--- src/rtl/core/swks_pkg.sv ---
`default_nettype none

package swks_pkg;

  // default sizes
  localparam int DEF_MAX_WINDOW = 64;
  localparam int DEF_VALUE_BITS = 30;
  localparam int DEF_SUM_BITS   = DEF_VALUE_BITS + $clog2(DEF_MAX_WINDOW);
  localparam int DEF_COST_BITS  = DEF_SUM_BITS + 1;

  // configuration register fields
  localparam int TAKE_BITS     = 7;
  localparam int SPAN_BITS     = 6;
  localparam int CFG_IDX_BITS  = 2;
  localparam int CFG_DATA_BITS = 7;

  localparam logic [CFG_IDX_BITS-1:0] REG_TAKE_COUNT  = CFG_IDX_BITS'(0);
  localparam logic [CFG_IDX_BITS-1:0] REG_WINDOW_SPAN = CFG_IDX_BITS'(1);

  localparam logic [TAKE_BITS-1:0] TAKE_COUNT_RST  = TAKE_BITS'(2);
  localparam logic [SPAN_BITS-1:0] WINDOW_SPAN_RST = SPAN_BITS'(63);

  // operation broadcast to every cell of the sorted chain
  typedef enum logic [1:0] {
    OP_HOLD   = 2'd0,
    OP_DROP   = 2'd1,
    OP_INSERT = 2'd2,
    OP_CLEAR  = 2'd3
  } cell_op_t;

  // status a cell shows to the cell above it
  typedef struct packed {
    logic valid;
    logic gt;
  } cell_flag_t;

endpackage

`default_nettype wire

--- src/rtl/core/swks_cell.sv ---
`default_nettype none

module swks_cell import swks_pkg::*; #(
  parameter int VALUE_BITS = DEF_VALUE_BITS,
  parameter int SUM_BITS   = DEF_SUM_BITS
) (
  input  wire logic                  clk,
  input  wire logic                  rst,
  input  wire cell_op_t              op,
  input  wire logic [VALUE_BITS-1:0] key,
  input  wire logic                  sum_en,
  input  wire logic [VALUE_BITS-1:0] lo_value,
  input  wire cell_flag_t            lo_flag,
  input  wire logic [VALUE_BITS-1:0] hi_value,
  input  wire logic                  hi_valid,
  input  wire logic [SUM_BITS-1:0]   sum_in,
  output logic      [VALUE_BITS-1:0] value,
  output cell_flag_t                 flag,
  output logic      [SUM_BITS-1:0]   sum_out
);

  logic                  valid;
  logic                  valid_next;
  logic [VALUE_BITS-1:0] value_next;
  logic                  gt;

  // chain is ascending, so gt rises monotonically along the row
  assign gt         = valid && (value > key);
  assign flag.valid = valid;
  assign flag.gt    = gt;

  // drop pulls the upper neighbour down, insert pushes the lower one up
  always_comb begin
    value_next = value;
    valid_next = valid;
    unique case (op)
      OP_HOLD: begin
      end
      OP_DROP: begin
        if (valid && (value >= key)) begin
          value_next = hi_value;
          valid_next = hi_valid;
        end
      end
      OP_INSERT: begin
        if (lo_flag.gt) begin
          value_next = lo_value;
          valid_next = 1'b1;
        end else if (lo_flag.valid && (gt || !valid)) begin
          value_next = key;
          valid_next = 1'b1;
        end
      end
      OP_CLEAR: begin
        valid_next = 1'b0;
      end
      default: begin
      end
    endcase
  end

  always_ff @(posedge clk) begin
    if (rst) begin
      valid <= 1'b0;
    end else begin
      valid <= valid_next;
    end
  end

  always_ff @(posedge clk) begin
    value <= value_next;
  end

  // running prefix sum, one cell further each cycle
  always_ff @(posedge clk) begin
    sum_out <= sum_in + (sum_en ? SUM_BITS'(value) : '0);
  end

endmodule

`default_nettype wire

--- config.mk ---
export PLATFORM = sky130hd
export DESIGN_NAME = swks_cell
export DESIGN_NICKNAME = d
export VERILOG_FILES = /design/src/rtl/core/swks_pkg.sv /design/src/rtl/core/swks_cell.sv
export SDC_FILE = /design/constraint.sdc
export NUM_CORES = 1
export LEC_CHECK = 0
export BUFFER_PORTS_ARGS = -buffer_cell sky130_fd_sc_hd__clkbuf_2
export CAP_MARGIN = 15
export CORE_MARGIN = 1.5
export CORE_UTILIZATION = 45
export CTS_BUF_LIST = sky130_fd_sc_hd__clkbuf_16
export DETAILED_ROUTE_END_ITERATION = 12
export HOLD_SLACK_MARGIN = 0.1
export PLACE_DENSITY = 0.83
export SYNTH_ARGS = -nofsm -noshare
export SYNTH_HDL_FRONTEND = slang
export SYNTH_SLANG_ARGS = --single-unit
--- constraint.sdc ---
create_clock -name clk -period 4.2 [get_ports clk]
set_input_delay 0.21 -clock clk [delete_from_list [all_inputs] [get_ports clk]]
set_output_delay 0.21 -clock clk [all_outputs]
set_load 0.05 [all_outputs]
==> metrics.log <==
[metrics] mean cell area of the mapped netlist: 9.08 sq um
[metrics] number of gates given a new drive strength after cts: 0
[metrics] classification of the worst-slack hold path: in -> reg
[metrics] TritonCTS clock tree: yes
[metrics] slew of the pin with the lowest slew margin: 589 ps
[metrics] WS Path Type: reg -> reg
[metrics] headroom to the max-slew limit: 60.2%
[metrics] Yosys reg bits: 67
[metrics] RSZ-0062 raised after global routing: false
[metrics] post-route minimum period: around 3100 ps
[metrics] cell chain of the critical path: ha_1 -> nand4_1 -> nor4_1 -> and3_1 -> o32ai_1 -> a211o_1 -> a21oi_4 -> buf_4
[metrics] setup_tns: 0 ps
[metrics] post-synthesis sequential area ratio: 33.2%
[metrics] wire length after detailed routing: 14100 um
[metrics] clock sinks: 67
[metrics] post-detailed-placement cell area: 6070 sq um
[metrics] Overflow after GRT: 0
[metrics] routability-driven placement congestion ratio: 0.899
[metrics] remaining routing DRC violations: 0
[metrics] leakage power figure: approximately 3.3 nW
[metrics] fraction of registers with async set or reset after synthesis: 0%
[metrics] Vias/cell: 5.34
[metrics] H-tree lvl count: 3
[metrics] total vias in the final route: 4736
[metrics] endpoint class of the critical path: register
[metrics] part of the total power dissipated in sequential elements: 30.8%
[metrics] count of pins on the block boundary: 202
[metrics] WP data arrival: 3080 ps
[metrics] Synth top cells by count: ha_1, nand2_1, o21ai_0
[metrics] Slowest-stage cell, CP: a21oi_4
[metrics] initial antenna violation count: 0
[metrics] most frequently used flop master after synthesis: dfxtp_1
[metrics] initial detailed-routing violation count: 240
[metrics] met1 Resource Use GR: 29.9%
[metrics] fraction of the cycle the final worst path needs: 72.8%
[metrics] cell types with the largest area share after synthesis: edfxtp_1, ha_1, dfxtp_1
[metrics] Die W: 108 um
[metrics] largest net degree at the start of global routing: 62
[metrics] Post-layout nets: between 900 and 1000
[metrics] worst supply voltage drop on vdd: 0.000244 V
[metrics] combinational share of power: 34.1%
[metrics] largest fanout on the critical path: 16
[metrics] core box area: approximately 11000 sq um
[metrics] delay of the slowest cell on the worst path: 430 ps
[metrics] busiest layer in global routing: met2
[metrics] met3 Use GR: 3.27%
[metrics] buffers added on ports: 201
[metrics] Initial Util: 45.9%
[metrics] WL/cell: approximately 16 um
[metrics] CTS clock-pin slew for the worst setup and hold paths: 60 ps
[metrics] Final Max Tran Viols: 0
[metrics] cell area after technology mapping: approximately 5000 sq um
[metrics] critical path launch point type: register
[metrics] DP Wirelength: 11100 um
[metrics] setup clock skew after layout: 7.43 ps
[metrics] # Max-Cap Violations: 0
[metrics] met2 track demand over resource in global routing: 42.6%
[metrics] net switching component of the power: roughly 0.00095 W
[metrics] Die Span Y: 108 um
[metrics] deepest clock path buffer count: 2
[metrics] DRT Pass-1 Iters: 5
[metrics] cell area power density: 410 nW/um^2
[metrics] Die ar.: roughly 12000 sq um
[metrics] proportion of netlist area held by the largest area contributor: 18.2%
[metrics] share of total power in the clock network: 35.1%
[metrics] global-route wire length before repair: 22000 um
[metrics] most used standard cell by instance count after synthesis: ha_1
[metrics] worst endpoint required time: 4220 ps
[metrics] final non-filler cell total: 887
[metrics] number of standard-cell rows in the floorplan: 38
[metrics] cell accounting for the most synthesized area: edfxtp_1
[metrics] worst reg2reg setup slack: 1140 ps
[metrics] number of warning messages in the yosys log: 0
[metrics] Cells after Synth: 545
[metrics] layout overhead on the synthesized area: 31.0%
[metrics] switching portion of total power: 35.8%
[metrics] Post-synth EDFFs: 30
[metrics] endpoints failing setup: 0
[metrics] final hold violation count: 0
[metrics] post-route cell area: 6490 sq um
[metrics] number of global-route vias before repair: 4580
[metrics] number of cells in the design after placement: 866
[metrics] result of the run: finished, final reports clean
[metrics] clock root buffer: clkbuf_16
[metrics] Tot GR Track Use: roughly 24%
[metrics] Synthesized Nets: 740
[metrics] fmax: 327 MHz
[metrics] Routed Antenna Nets: 0
[metrics] Inserted Clock Buffers: 9
[metrics] Yosys cell types: 52
[metrics] clock latency on the worst-skew pair: 330 ps
[metrics] number of antenna diodes: 0
[metrics] fraction of final layout cells sized beyond drive strength 1: 31.3%
[metrics] cell-internal power: 0.00171 W
## layer usage
metal / vias up / wire, um
li1: 2370 / -
met1: 2159 / 5880
met2: 169 / 7030
met3: 38 / 730
met4: 0 / 439
met5: - / 0
## path summary, 6_finish.rpt
path,start,endpoint,depth (start not counted)
min reg2reg,value[0],sum_out[0],2
max reg2reg,value[23],value[20],8
min,sum_in[31],sum_out[31],2
max,value[23],value[20],8
## cell usage in the layout, fill, tap and decap left out, types with 6 or more instances in the layout
cell type	instances
nor2_1	16
a21o_1	19
a21oi_1	41
and2_1	31
xor2_1	10
o21a_1	6
clkbuf_2	201
dfxtp_1	37
nand4_1	9
nor3_1	7
o21ai_0	44
nand3_1	11
ha_1	60
edfxtp_1	30
mux2i_1	30
nand2_1	50
and3_1	9
xnor2_1	20
clkbuf_16	9
inv_1	34
## flip-flops by register name, indices dropped and copies added (netlist names)
register	count
sum_out	36
valid	1
value	30
## area by class of cell
class	instances	area [sq um]
Tap cell	140	175
Sequential cell	67	1640
Timing Repair Buffer	209	1080
Fill cell	953	4310
Multi-Input combinational cell	422	3100
Clock inverter	7	141
Clock buffer	9	225
Inverter	33	124
## repair_timing
item                      CTS  global route
buffers inserted            0             0
hold buffers                5             0
hold endpoints to repair    5             0
## kinds of logic after synthesis
kind of cell / count (synthesis) / synth area share, %
AOI/OAI and AO/OA: 152 / 20.1
and+or+nand+nor: 148 / 15.1
DFF: 67 / 33.2
adders and majority gates: 61 / 15.6
buffers and inverters: 56 / 4.50
muxes: 31 / 6.29
xor gates and xnor gates: 30 / 5.31
## worst max-delay path, delay by kind of cell (launching register included)
family | cells | cell delay [ps]
AOI/OAI and AO/OA | 3 | 850
and+or+nand+nor | 3 | 820
DFF | 1 | 400
buffers and inverters | 1 | 340
adders and majority gates | 1 | 330
## stage by stage
step / worst slack (ps) / util [%] / power [W] / hold WS [ps]
6_report: 1140 / 60.1 / 0.00266 / 124
5_1_grt: 907 / 60.1 / 0.00276 / 129
4_1_cts: 1100 / 60.1 / 0.00266 / 108
3_5_place_dp: 1120 / 56.2 / 0.00173 / 421
3_3_place_gp: 1160 / 56.2 / 0.00171 / 407
2_1_floorplan: 282 / - / 0.00148 / 307
## power groups by stage
stage | registers, W | logic, W | clock network (W)
3_5_place_dp | 0.000833 | 0.000893 | 0
4_1_cts | 0.000819 | 0.000903 | 0.000940
3_3_place_gp | 0.000828 | 0.000884 | 0
5_1_grt | 0.000826 | 0.000972 | 0.000965
6_report | 0.000818 | 0.000905 | 0.000934
2_1_floorplan | 0.00114 | 0.000344 | 0
(Power assumes the default switching activity.)
