File: config.mk
export PLATFORM = sky130hd
export DESIGN_NAME = swks_ram
export DESIGN_NICKNAME = d
export VERILOG_FILES = /design/src/rtl/core/swks_pkg.sv /design/src/rtl/core/swks_ram.sv
export SDC_FILE = /design/constraint.sdc
export NUM_CORES = 2
export LEC_CHECK = 0
export ABC_AREA = 0
export BUFFER_PORTS_ARGS = -buffer_cell sky130_fd_sc_hd__clkbuf_2
export CORE_MARGIN = 3
export CORE_UTILIZATION = 55
export DETAILED_ROUTE_END_ITERATION = 10
export GPL_TIMING_DRIVEN = 0
export MAX_ROUTING_LAYER = met4
export PLACE_DENSITY = 0.71
export SLEW_MARGIN = 20
export SYNTH_ARGS = -nofsm -noshare
export SYNTH_HDL_FRONTEND = slang
export SYNTH_SLANG_ARGS = --single-unit
File: constraint.sdc
create_clock -name clk -period 4.4 [get_ports clk]
set_input_delay 1.1 -clock clk [delete_from_list [all_inputs] [get_ports clk]]
set_output_delay 1.1 -clock clk [all_outputs]
set_load 0.02 [all_outputs]
File: src/rtl/core/swks_pkg.sv
`default_nettype none

package swks_pkg;

  // default sizes
  localparam int DEF_MAX_WINDOW = 64;
  localparam int DEF_VALUE_BITS = 30;
  localparam int DEF_SUM_BITS   = DEF_VALUE_BITS + $clog2(DEF_MAX_WINDOW);
  localparam int DEF_COST_BITS  = DEF_SUM_BITS + 1;

  // configuration register fields
  localparam int TAKE_BITS     = 7;
  localparam int SPAN_BITS     = 6;
  localparam int CFG_IDX_BITS  = 2;
  localparam int CFG_DATA_BITS = 7;

  localparam logic [CFG_IDX_BITS-1:0] REG_TAKE_COUNT  = CFG_IDX_BITS'(0);
  localparam logic [CFG_IDX_BITS-1:0] REG_WINDOW_SPAN = CFG_IDX_BITS'(1);

  localparam logic [TAKE_BITS-1:0] TAKE_COUNT_RST  = TAKE_BITS'(2);
  localparam logic [SPAN_BITS-1:0] WINDOW_SPAN_RST = SPAN_BITS'(63);

  // operation broadcast to every cell of the sorted chain
  typedef enum logic [1:0] {
    OP_HOLD   = 2'd0,
    OP_DROP   = 2'd1,
    OP_INSERT = 2'd2,
    OP_CLEAR  = 2'd3
  } cell_op_t;

  // status a cell shows to the cell above it
  typedef struct packed {
    logic valid;
    logic gt;
  } cell_flag_t;

endpackage

`default_nettype wire

File: src/rtl/core/swks_ram.sv
`default_nettype none

module swks_ram import swks_pkg::*; #(
  parameter int WIDTH = DEF_VALUE_BITS,
  parameter int DEPTH = DEF_MAX_WINDOW
) (
  input  wire logic                     clk,
  input  wire logic                     we,
  input  wire logic [$clog2(DEPTH)-1:0] waddr,
  input  wire logic [WIDTH-1:0]         wdata,
  input  wire logic [$clog2(DEPTH)-1:0] raddr,
  output logic      [WIDTH-1:0]         rdata
);

  logic [WIDTH-1:0] mem [DEPTH];

  // one write port, one registered read port
  always_ff @(posedge clk) begin
    if (we) begin
      mem[waddr] <= wdata;
    end
    rdata <= mem[raddr];
  end

endmodule

`default_nettype wire

==> results.py <==
metrics = {
    "status": {
        "run_status": "completed",
    },
    "detailed_routing": {
        "wl_met3_um": 21600,
        "first_pass_iters": 5,
        "avgRoutedWirePerCell_um": 34.2,
        "routed_wl_um": 191000,
        "drt.antenna.violating_nets": 0,
        "uppermost_signal_routing_layer_after_detailed_routing": "met4",
        "routed-via-count": 36934,
        "wl_met2_um": 90800,
        "route.detailed.drc": 0,
        "vias_per_cell": 6.62,
        "wl_met1_um": 70900,
        "dr.first_iter.drc_count": 5275,
    },
    "timing": {
        "report.final.hold_viol_count": 0,
        "finalWorstPathRequiredPeriod_ps": 3850,
        "timing.clock.skew_ps": 45.2,
        "slew-limit-headroom_pct": 22.2,
        "post-route-period-util_pct": 87.6,
        "fin_ws_ps": 546,
        "grt_setup_unrepaired": "false",
        "max_slew.worst_pin.slew_ps": 1150,
        "setup_viol_count_final": 0,
        "maxClockFrequency_ghz": 0.259,
        "slew_violations": 0,
    },
    "power": {
        "internal_power_w": 0.0301,
        "net_switching_power_figure_w": 0.00828,
        "clockPowerShare_pct": 40.9,
        "sequentialPowerShare_pct": 53.7,
        "cellLeakagePower_nw": 26.9,
        "totalPowerFinal_w": 0.0384,
        "pwr_density_cell_mw_per_mm2": 452,
        "p_sw_share_pct": 21.6,
        "vdd.ir_drop.worst_uv": 528,
        "comb_power_share_pct": 5.4,
    },
    "grt": {
        "grt_pass1_vias": 36503,
        "antenna_found_initial": 20,
        "track_usage_pct": 28.3,
        "overflow": 0,
        "wire_length_of_the_first_global_routing_pass_um": 271000,
        "grt_max_degree": 65,
    },
    "synthesis": {
        "post_synth_inst_count": 3309,
        "synth_largest_type_area_fraction_pct": 77.9,
        "synth_edf_count": 1920,
        "synth_unique_cells": 38,
        "synth-async-reset-ratio_pct": 0,
        "mappedNetlistArea_mm2": 0.0740,
        "synthTopCellsByArea": "sky130_fd_sc_hd__edfxtp_1, sky130_fd_sc_hd__mux4_2, sky130_fd_sc_hd__mux2i_1",
        "synth_area_leader_cell": "sky130_fd_sc_hd__edfxtp_1",
        "synth-seq-cells": 1950,
        "yosys_most_used_dff": "sky130_fd_sc_hd__edfxtp_1",
        "syn_nets": 3353,
        "yosys_warnings": 0,
        "sequential_element_share_of_the_synthesized_area_pct": 78.8,
        "postSynthAreaPerCell_um2": 22.4,
    },
    "placement": {
        "post_dp_cell_area_mm2": 0.0788,
        "placed_cells_incl_taps": 5215,
        "post-dp-hpwl_um": 123000,
        "preCtsSetupSlack_ps": -655,
        "gp_congestion": 0.887,
        "buffer_ports.inserted": 65,
    },
    "clock_tree": {
        "cts_max_level": 4,
        "cts_tree": "done",
        "cts.reportedPaths.clkPinSlew_ps": 60,
        "cts.sink_count": 1950,
        "clkLatencyLatePin_ps": 830,
        "clock_tree.buffer_depth": 3,
        "cts_buffers": 188,
        "clk_root_buffer_cell": "sky130_fd_sc_hd__clkbuf_16",
        "hold_fix_buffers_cts": 0,
    },
    "die": {
        "coreArea_mm2": 0.132,
        "boundaryPins": 74,
        "placementRows": 133,
        "fp.dieW_um": 373,
        "initial_core_util_pct": 55.8,
        "chipHeight_um": 373,
        "die-area_mm2": 0.139,
    },
    "finish": {
        "finish.net_count": 3693,
        "areaGrowthSynthToFinish_pct": 14.7,
        "ratio_of_cells_with_drive_above_1_in_the_final_layout_pct": 25.7,
        "instances_no_fill": 5580,
        "layout.cell_area.non_filler_mm2": 0.0849,
        "fillerInstances": 8621,
    },
    "setup_path": {
        "crit_type": "input port to register",
        "timing.critical_path.from_type": "input port",
        "critical_path_required_ps": 5120,
        "path_max_fanout": 10,
        "critPathArrivalTime_ps": 4580,
        "crit_path_end_kind": "register",
    },
    "min_path": {
        "hold_class": "input port to register",
    },
    "flow_run": {
        "max-cap-violations": 0,
    },
}
final cells by class:
| class | count | area (µm²) | area share, % |
|---|---|---|---|
| well taps | 1755 | 2200 | 2.59 |
| inverters | 1 | 3.75 | 0.00442 |
| clock inverters | 105 | 952 | 1.12 |
| flip-flops and latches | 1950 | 58300 | 68.7 |
| diodes | 14 | 35.0 | 0.0413 |
| plain buffers | 182 | 968 | 1.14 |
| repair buffers | 151 | 2210 | 2.61 |
| clock buffers | 247 | 5010 | 5.90 |
| multi-input cells | 1175 | 15200 | 17.9 |
metal layers:
| layer | vias to the layer above | GRT usage (%) |
|---|---|---|
| li1 | 14766 | - |
| met1 | 19455 | 38.4 |
| met2 | 2339 | 42.2 |
| met3 | 374 | 6.89 |
| met4 | 0 | 10.9 |
| met5 | - | - |
synth_stat cells, types with 4 or more instances:
master,number
sky130_fd_sc_hd__a22o_1,21
sky130_fd_sc_hd__a22oi_1,111
sky130_fd_sc_hd__a311oi_1,21
sky130_fd_sc_hd__and3_1,4
sky130_fd_sc_hd__buf_1,7
sky130_fd_sc_hd__buf_2,49
sky130_fd_sc_hd__buf_4,36
sky130_fd_sc_hd__buf_6,11
sky130_fd_sc_hd__clkbuf_1,80
sky130_fd_sc_hd__dfxtp_1,30
sky130_fd_sc_hd__edfxtp_1,1920
sky130_fd_sc_hd__mux2i_1,228
sky130_fd_sc_hd__mux4_2,408
sky130_fd_sc_hd__nand2_1,30
sky130_fd_sc_hd__nand2b_1,8
sky130_fd_sc_hd__nand3_1,27
sky130_fd_sc_hd__nand3b_1,6
sky130_fd_sc_hd__nand4_1,23
sky130_fd_sc_hd__nor2_1,119
sky130_fd_sc_hd__nor2b_1,36
sky130_fd_sc_hd__nor3_1,4
sky130_fd_sc_hd__nor4_1,8
sky130_fd_sc_hd__o21ai_0,27
sky130_fd_sc_hd__o221ai_1,12
sky130_fd_sc_hd__o22a_1,6
sky130_fd_sc_hd__o22ai_1,42
sky130_fd_sc_hd__o311ai_1,6
sky130_fd_sc_hd__or3b_2,5
metrics by stage:
stage / hold WS [ps] / util, % / setup TNS, ps
after CTS: 542 / 64.0 / 0
after detailed placement: 785 / 59.5 / -4010
final: 593 / 64.1 / 0
after global routing: 574 / 64.1 / 0
after floorplan: 689 / - / 0
after global placement: 775 / 57.7 / -1119800
worst max-delay path: stages:
cell,delay [ps]
sky130_fd_sc_hd__buf_2,280
sky130_fd_sc_hd__buf_4,300
sky130_fd_sc_hd__buf_4,320
sky130_fd_sc_hd__buf_2,580
sky130_fd_sc_hd__buf_2,490
sky130_fd_sc_hd__mux2i_1,160
sky130_fd_sc_hd__a22oi_1,340
sky130_fd_sc_hd__nand4_1,610
sky130_fd_sc_hd__nor2_1,320
registers in the layout (all words and copies together), names as in the netlist:
signal,flops
mem,1920
rdata,30
final timing paths:
path                            startpoint          to  slack [ps]  cells past startpoint
worst max register to register  mem[7][12]   rdata[12]        1830                      5
worst min register to register  mem[24][9]    rdata[9]         800                      4
worst min-delay path             wdata[16]  mem[6][16]         590                      1
worst max-delay path              raddr[1]   rdata[13]         550                      9
cell usage in the layout, fill, tap and decap left out, types with 30 or more instances in the layout:
| cell type | instances |
|---|---|
| sky130_fd_sc_hd__nand2_1 | 30 |
| sky130_fd_sc_hd__clkbuf_16 | 190 |
| sky130_fd_sc_hd__clkinv_1 | 47 |
| sky130_fd_sc_hd__buf_12 | 55 |
| sky130_fd_sc_hd__clkbuf_1 | 131 |
| sky130_fd_sc_hd__nor2b_1 | 36 |
| sky130_fd_sc_hd__mux2i_1 | 228 |
| sky130_fd_sc_hd__buf_2 | 49 |
| sky130_fd_sc_hd__buf_4 | 41 |
| sky130_fd_sc_hd__dfxtp_1 | 30 |
| sky130_fd_sc_hd__o22ai_1 | 42 |
| sky130_fd_sc_hd__nor2_4 | 62 |
| sky130_fd_sc_hd__mux4_2 | 408 |
| sky130_fd_sc_hd__a22oi_1 | 111 |
| sky130_fd_sc_hd__edfxtp_1 | 1920 |
| sky130_fd_sc_hd__clkbuf_2 | 36 |
| sky130_fd_sc_hd__nor2_1 | 57 |
power groups by stage:
stage	Combinational, W	Sequential [W]	Clock [W]
6_report	0.00208	0.0206	0.0157
3_5_place_dp	0.00206	0.0210	0
5_1_grt	0.00217	0.0206	0.0165
2_1_floorplan	0.000977	0.0210	0
4_1_cts	0.00207	0.0206	0.0158
3_3_place_gp	0.00195	0.0210	0
timing repair:
item	CTS	global route
setup endpoints to repair	0	1
resized for setup	0	2
buffers inserted	0	0
cells by family (layout without fill, tap and decap cells):
group | count (synthesis) | in the layout | synth area share [%]
AO/OA/AOI/OAI | 258 | 258 | 2.57
buffers and inverters | 184 | 686 | 1.31
flip-flops | 1950 | 1950 | 78.8
multiplexers | 636 | 636 | 15.5
other | 0 | 14 | 0
AND/OR/NAND/NOR | 281 | 281 | 1.86
Power figures use the tool's default switching activity.
